**src/rtl/tvp_pkg.sv**
```systemverilog
package tvp_pkg;

	localparam int POS_W = 32;
	localparam int VEL_W = 24;
	localparam int ACC_W = 16;

	localparam logic [ACC_W-1:0] ACCEL_RESET = 16'd655;

	localparam logic ACT_TICK  = 1'b0;
	localparam logic ACT_START = 1'b1;

	typedef enum logic [1:0] {
		PH_RUN    = 2'd0,
		PH_DECEL  = 2'd1,
		PH_FINISH = 2'd2
	} phase_t;

	typedef struct packed {
		logic                    action;
		logic signed [POS_W-1:0] target_position;
		logic        [VEL_W-1:0] cruise_velocity;
		logic        [VEL_W-1:0] end_velocity;
	} cmd_item_t;

	typedef struct packed {
		logic        [VEL_W-1:0] velocity;
		logic signed [POS_W-1:0] position;
		logic        [1:0]       phase;
		logic                    start_accepted;
	} rsp_item_t;

endpackage

```
**src/rtl/trapezoid_velocity_profiler.sv**
```systemverilog
// An accepted item is registered in cmd_s1 and its result item in rsp_q when it advances.
// Throughput: one item per cycle unless rsp_stall holds a full output. The profile
// state loop is combinational through the brake-test multipliers, ramp and position adder.
// Reset (arst_n low, asynchronous): phase finished, velocity, position, limit,
// end velocity and target cleared, accel_q set to 655, both stages empty.
module trapezoid_velocity_profiler (
	input  logic                       clk,
	input  logic                       arst_n,
	input  logic                       cfg_we,
	input  logic [tvp_pkg::ACC_W-1:0]  cfg_wdata,
	input  logic                       cmd_valid,
	output logic                       cmd_stall,
	input  tvp_pkg::cmd_item_t         cmd,
	output logic                       rsp_valid,
	input  logic                       rsp_stall,
	output tvp_pkg::rsp_item_t         rsp
);

	localparam int PW  = tvp_pkg::POS_W;
	localparam int VW  = tvp_pkg::VEL_W;
	localparam int AW  = tvp_pkg::ACC_W;
	localparam int LW  = 2 * VW + 1;
	localparam int RW  = AW + 1 + PW + 1;
	localparam int CW  = (LW > RW) ? LW : RW;

	logic [AW-1:0]      accel_q;
	tvp_pkg::phase_t    phase_q;
	logic [VW-1:0]      vel_q;
	logic [PW-1:0]      pos_q;
	logic [VW-1:0]      lim_q;
	logic [VW-1:0]      vend_q;
	logic [PW-1:0]      tgt_q;

	logic               valid_s1;
	tvp_pkg::cmd_item_t cmd_s1;
	logic               rsp_valid_q;
	tvp_pkg::rsp_item_t rsp_q;
	logic               adv;

	// Brake test and tick update.
	logic               neg_l;
	logic [VW-1:0]      diff;
	logic [VW:0]        vsum;
	logic [LW-1:0]      ml;
	logic signed [PW:0] remain;
	logic               neg_r;
	logic [PW:0]        mag;
	logic [RW-1:0]      mr;
	logic [CW-1:0]      ml_x;
	logic [CW-1:0]      mr_x;
	logic               nl;
	logic               nr;
	logic               brake;
	logic [VW-1:0]      accel_x;

	tvp_pkg::phase_t    phase_n;
	logic [VW-1:0]      vel_n;
	logic [PW-1:0]      pos_n;
	logic [VW-1:0]      lim_n;
	logic [VW-1:0]      vend_n;
	logic [PW-1:0]      tgt_n;
	logic               started;

	assign adv       = valid_s1 && (!rsp_valid_q || !rsp_stall);
	assign cmd_stall = valid_s1 && !adv;
	assign rsp_valid = rsp_valid_q;
	assign rsp       = rsp_q;

	always_comb begin
		neg_l   = vel_q < vend_q;
		diff    = neg_l ? (vend_q - vel_q) : (vel_q - vend_q);
		vsum    = {1'b0, vel_q} + {1'b0, vend_q};
		ml      = LW'({1'b0, diff} * vsum);
		remain  = $signed({tgt_q[PW-1], tgt_q}) - $signed({pos_q[PW-1], pos_q});
		neg_r   = remain[PW];
		mag     = neg_r ? (PW+1)'(-remain) : (PW+1)'(remain);
		mr      = RW'({accel_q, 1'b0} * mag);
		ml_x    = CW'(ml);
		mr_x    = CW'(mr);
		// A zero product counts as non-negative on either side.
		nl      = neg_l && (ml_x != '0);
		nr      = neg_r && (mr_x != '0);
		if (nl && !nr) begin
			brake = 1'b0;
		end else if (!nl && nr) begin
			brake = 1'b1;
		end else if (!nl) begin
			brake = ml_x >= mr_x;
		end else begin
			brake = ml_x <= mr_x;
		end
		accel_x = VW'(accel_q);
	end

	always_comb begin
		phase_n = phase_q;
		vel_n   = vel_q;
		pos_n   = pos_q;
		lim_n   = lim_q;
		vend_n  = vend_q;
		tgt_n   = tgt_q;
		started = 1'b0;
		if (cmd_s1.action == tvp_pkg::ACT_START) begin
			if (phase_q == tvp_pkg::PH_FINISH) begin
				tgt_n   = cmd_s1.target_position;
				lim_n   = cmd_s1.cruise_velocity;
				vend_n  = cmd_s1.end_velocity;
				phase_n = tvp_pkg::PH_RUN;
				started = 1'b1;
			end
		end else begin
			if (phase_q == tvp_pkg::PH_RUN && brake) begin
				phase_n = tvp_pkg::PH_DECEL;
				lim_n   = vend_q;
			end
			// Position at or past the target is the same as a non-positive distance.
			if (neg_r || remain == '0 || (phase_n == tvp_pkg::PH_DECEL && vel_q == '0)) begin
				phase_n = tvp_pkg::PH_FINISH;
				lim_n   = vend_q;
			end
			if (vel_q < lim_n) begin
				vel_n = ((lim_n - vel_q) <= accel_x) ? lim_n : (vel_q + accel_x);
			end else if (vel_q > lim_n) begin
				vel_n = ((vel_q - lim_n) <= accel_x) ? lim_n : (vel_q - accel_x);
			end
			pos_n = pos_q + PW'(vel_n);
		end
	end

	always_ff @(posedge clk or negedge arst_n) begin
		if (!arst_n) begin
			accel_q     <= tvp_pkg::ACCEL_RESET;
			phase_q     <= tvp_pkg::PH_FINISH;
			vel_q       <= '0;
			pos_q       <= '0;
			lim_q       <= '0;
			vend_q      <= '0;
			tgt_q       <= '0;
			valid_s1    <= 1'b0;
			rsp_valid_q <= 1'b0;
		end else begin
			if (cfg_we) begin
				accel_q <= cfg_wdata;
			end
			if (!cmd_stall) begin
				valid_s1 <= cmd_valid;
			end
			if (adv) begin
				phase_q     <= phase_n;
				vel_q       <= vel_n;
				pos_q       <= pos_n;
				lim_q       <= lim_n;
				vend_q      <= vend_n;
				tgt_q       <= tgt_n;
				rsp_valid_q <= 1'b1;
			end else if (!rsp_stall) begin
				rsp_valid_q <= 1'b0;
			end
		end
	end

	always_ff @(posedge clk) begin
		if (cmd_valid && !cmd_stall) begin
			cmd_s1 <= cmd;
		end
		if (adv) begin
			rsp_q.velocity       <= vel_n;
			rsp_q.position       <= pos_n;
			rsp_q.phase          <= phase_n;
			rsp_q.start_accepted <= started;
		end
	end

	a_start_runs: assert property (@(posedge clk) disable iff (!arst_n)
		rsp_valid && rsp.start_accepted |-> rsp.phase == tvp_pkg::PH_RUN)
		else $error("accepted start item not reported in run phase");

	a_stall_only_full: assert property (@(posedge clk) disable iff (!arst_n)
		cmd_stall |-> valid_s1 && rsp_valid_q && rsp_stall)
		else $error("input stalled while the pipeline can move");

	a_start_no_motion: assert property (@(posedge clk) disable iff (!arst_n)
		adv && cmd_s1.action == tvp_pkg::ACT_START |=> $stable(vel_q) && $stable(pos_q))
		else $error("start item changed velocity or position");

	a_rsp_holds: assert property (@(posedge clk) disable iff (!arst_n)
		rsp_valid && rsp_stall |=> rsp_valid && $stable(rsp) && $stable(phase_q))
		else $error("stalled result item or profile state changed");

endmodule
```
**config.mk**
```make
export PLATFORM = sky130hd
export DESIGN_NAME = trapezoid_velocity_profiler
export DESIGN_NICKNAME = d
export VERILOG_FILES = /design/src/rtl/tvp_pkg.sv /design/src/rtl/trapezoid_velocity_profiler.sv
export SDC_FILE = /design/constraint.sdc
export NUM_CORES = 2
export LEC_CHECK = 0
export BUFFER_PORTS_ARGS = -buffer_cell sky130_fd_sc_hd__buf_2
export CORE_UTILIZATION = 38
export DETAILED_ROUTE_END_ITERATION = 8
export GPL_TIMING_DRIVEN = 0
export PLACE_DENSITY_LB_ADDON = 0.05
export SYNTH_ARGS = -nofsm -noshare
export SYNTH_HDL_FRONTEND = slang
export SYNTH_SLANG_ARGS = --single-unit
```
**constraint.sdc**
```tcl
create_clock -name clk -period 61.4 [get_ports clk]
set_input_delay 12.28 -clock clk [delete_from_list [all_inputs] [get_ports clk]]
set_output_delay 12.28 -clock clk [all_outputs]
set_load 0.02 [all_outputs]
```
==> summary.txt <==
Drt
  – Remaining number of nets flagged by the antenna check after routing: 0
  – Sum of routed wire length over all layers: approximately 240000 µm
  – Detailed-route via count: between 50000 and 60000
  – Average wire length per cell after detail routing: 25.1 µm
  – Detailed Routing Iterations Pass 1: 5
  – Starting DRC count in detailed routing: 3783
  – Vias per inst: 5.36
  – Residual DRC: 0

Clock tree
  – Gates resized, CTS repair: 0
  – Count of buffers added by post-CTS timing repair for setup: 0
  – Worst-Skew Late Latency: 670 ps
  – Hold buffers post-CTS: 0
  – CTS tree: yes
  – Number of buffers on the longest clock path: 3
  – CTS clock-pin slew for the worst setup and hold paths: 80 ps
  – CTS Root Cell: clkbuf_16
  – CTS H-tree depth: 1
  – Cts bufs inserted: 30
  – Count of clock tree sinks: 296

Logic synthesis
  – Register area share after synthesis: between 10% and 20%
  – Async set-or-reset flop fraction in the synthesized netlist: 52.7%
  – Yosys top cell area share: between 30% and 40%
  – Synth cell types: 96
  – Mapped Nets: 8632
  – Gate Count Post-Synth: 7002
  – Synthesized flop and latch total: ~300
  – Commonest register cell after synthesis: dfrtp_1
  – Total standard cell area after synthesis: 0.0611 mm²
  – Post-synth top area cell: fa_1
  – Synth warnings: 0
  – Ranking of synthesized cells by area: fa_1, ha_1, inv_1, edfxtp_1, dfrtp_1
  – Post-Syn Area per Cell: 8.73 µm²
  – Number of enable flip-flop cells after synthesis: 140

Critical path
  – Arr. time, crit path: approximately 32000 ps
  – Max stage delay on crit path: ~1100 ps
  – Req. time, crit path: ~62000 ps
  – Slowest stage cell, crit path: xor2_1
  – Endpoint of the most critical register-to-register path: pos_q[26]$_DFFE_PN0P_
  – Total buffers and inverters traversed by the critical path: 14
  – Startpoint-to-endpoint class of the critical path: register to register
  – Worst R2R Start: vel_q[16]$_DFFE_PN0P_
  – Critical path startpoint category: register
  – Most prevalent standard cell on the critical path: fa_1
  – Highest fanout seen on the critical path: 10
  – Total stage count of the critical path: 90
  – Setup slack, reg-to-reg: 30410 ps
  – Capturing element type of the critical path: register
  – Depth of the worst register-to-register path: 90
  – Crit-path leading delay family: compound AO/OA/AOI/OAI gates

Die
  – Horiz. Die Dim: 403 µm
  – Site Rows: 146
  – Core region area: 0.159 mm²
  – I/O pin count: 163
  – Chip height: between 400 and 500 µm
  – Initial cell density of the core: 38.4%
  – Die Footprint: 0.163 mm²

Finish
  – Total of fill cells in the finished design: 16255
  – Post-Layout Cell Count: 9391
  – Total Nets Final: between 8000 and 9000
  – Share of final-layout standard cells stronger than drive strength 1: 5.84%
  – Layout overhead on the synthesized area: 8.16%

Timing
  – Normalized max-slew margin: -3.11%
  – Setup tns final: 0 ps
  – Period Utilization, post-route: 50.5%
  – Final hold violation count: 0
  – Shortest clock period the worst path allows after layout: 30990 ps
  – Slew Limit Fails: 17
  – Slew at the pin closest to its max-slew limit: 1540 ps
  – Clock tree skew after final layout: between 70 and 80 ps
  – Setup repair after global routing missed its margin: false
  – Max Clk Rate: 0.0323 GHz
  – Setup ws final: 30410 ps
  – Hold Slack: between 400 and 500 ps
  – Number of setup violations in the final report: 0

Global routing
  – Antenna violations before repair: 12
  – Number of global-route vias before repair: 51780
  – Global route overflow: 0
  – Total global routing track utilization: 28.9%
  – Pin count of the biggest net entering global routing: 84
  – Global-route wire length before repair: 346000 µm

Placement
  – Worst-case setup slack after placement: approximately 31000 ps
  – Inst Count DP: between 9000 and 10000
  – RePlAce Congestion: about 0.96
  – # port buffers: 162
  – Post-DP HPWL: 198000 µm

Run status
  – Failing checks: max-capacitance violations, max-slew violations
  – Outcome: complete, but fails checks

Worst hold path
  – Hold wc startpoint: cmd_s1[0]$_DFFE_PP_
  – Type of the worst min-delay path: register to register
  – Hold endpoint: vend_q[0]$_DFFE_PN0P_
  – Worst hold path depth: 2

Run
  – Number of max-cap violations: 2
-- state kept, by name (all words and copies together) (netlist names) --
name and cells:
accel_q 16, cmd_s1 81, lim_q 24, phase_q 2, pos_q 32, rsp 59
rsp_valid 1, tgt_q 32, valid_s1 1, vel_q 24, vend_q 24
-- how the worst max path moves through the flow --
stage | startpoint | slack, ps | endpoint
3_3_place_gp | vel_q[16]$_DFFE_PN0P_ | 30970 | rsp[33]$_DFFE_PP_
5_1_grt | vel_q[16]$_DFFE_PN0P_ | 29200 | pos_q[26]$_DFFE_PN0P_
4_1_cts | vel_q[16]$_DFFE_PN0P_ | 30970 | rsp[33]$_DFFE_PP_
6_report | vel_q[16]$_DFFE_PN0P_ | 30410 | pos_q[26]$_DFFE_PN0P_
2_1_floorplan | rsp_stall | 36590 | cmd_stall
3_5_place_dp | vel_q[16]$_DFFE_PN0P_ | 31090 | pos_q[26]$_DFFE_PN0P_
-- cell type report --
cell class	count	area, µm²	area share [%]
multi-input cells	5211	47600	72.0
diodes	5	12.5	0.0189
clock buffers	33	762	1.15
well taps	2146	2690	4.06
flip-flops and latches	296	8120	12.3
inverters	1188	4460	6.74
repair buffers	182	1070	1.62
clock inverters	23	243	0.367
plain buffers	307	1190	1.80
-- per-stage QoR --
stage               util (%)  area, µm²
finish                  41.6      66100
global route            41.6      66100
CTS                     41.5      66100
detailed placement      40.9      65100
global placement        40.6      64600
floorplan                  -      61100
-- worst register-to-register path, delay by kind of cell, from the launching register on --
family | cells | cell delay, ps
AND/OR/NAND/NOR | 23 | 6810
flip-flops | 1 | 650
AO/OA/AOI/OAI | 33 | 9490
multiplexers | 2 | 1240
buffers and inverters | 14 | 5130
adder cells (fa/ha/maj) | 14 | 6020
XOR/XNOR | 4 | 1530
-- synthesized netlist by cell type, types with 87 or more instances --
cell      instances
nor2_1          331
clkbuf_1        287
edfxtp_1        140
fa_1            945
a21oi_1         287
dfrtp_1         149
nor3_1           87
a21o_1          139
ha_1            583
xnor2_1         211
inv_1          1175
nand2_1         991
and2_1          311
o21ai_0         288
-- cells by family after synthesis --
kind of cell	synth area share [%]
compound gates	12.4
xor+xnor	4.15
fa+ha+maj	42.9
buf+inv	9.24
flops	13.3
mux	1.73
simple gates	16.3
-- cell usage in the layout, fill, tap and decap left out, drive strengths merged, types with 32 or more instances in the layout --
master,netlist,final
edfxtp,140,140
a31oi,46,46
nor2b,86,86
xor2,79,79
inv,1184,1193
and2,315,315
clkbuf,287,320
nand4,55,55
buf,20,202
or2,32,32
nand3,52,52
dfrtp,149,149
a21oi,290,290
nand2b,56,56
ha,583,583
mux2,68,68
nor3,87,87
o21a,42,42
fa,945,945
a21o,139,139
nor2,332,332
xnor2,211,211
o21ai,312,312
o21bai,52,52
nand2,991,991
-- per-layer routing --
layer  global-route usage (%)  share of wire [%]  vias to the layer above
met1                     39.3                 44                    25457
met5                        0                  0                        -
met2                     47.2                 46                     1619
met3                     3.05                5.4                      367
met4                     11.5                4.5                        0
li1                         -                  -                    22878
Power is not shown: default switching activity piles up to over one toggle a cycle in this logic, so the estimate is an artifact.
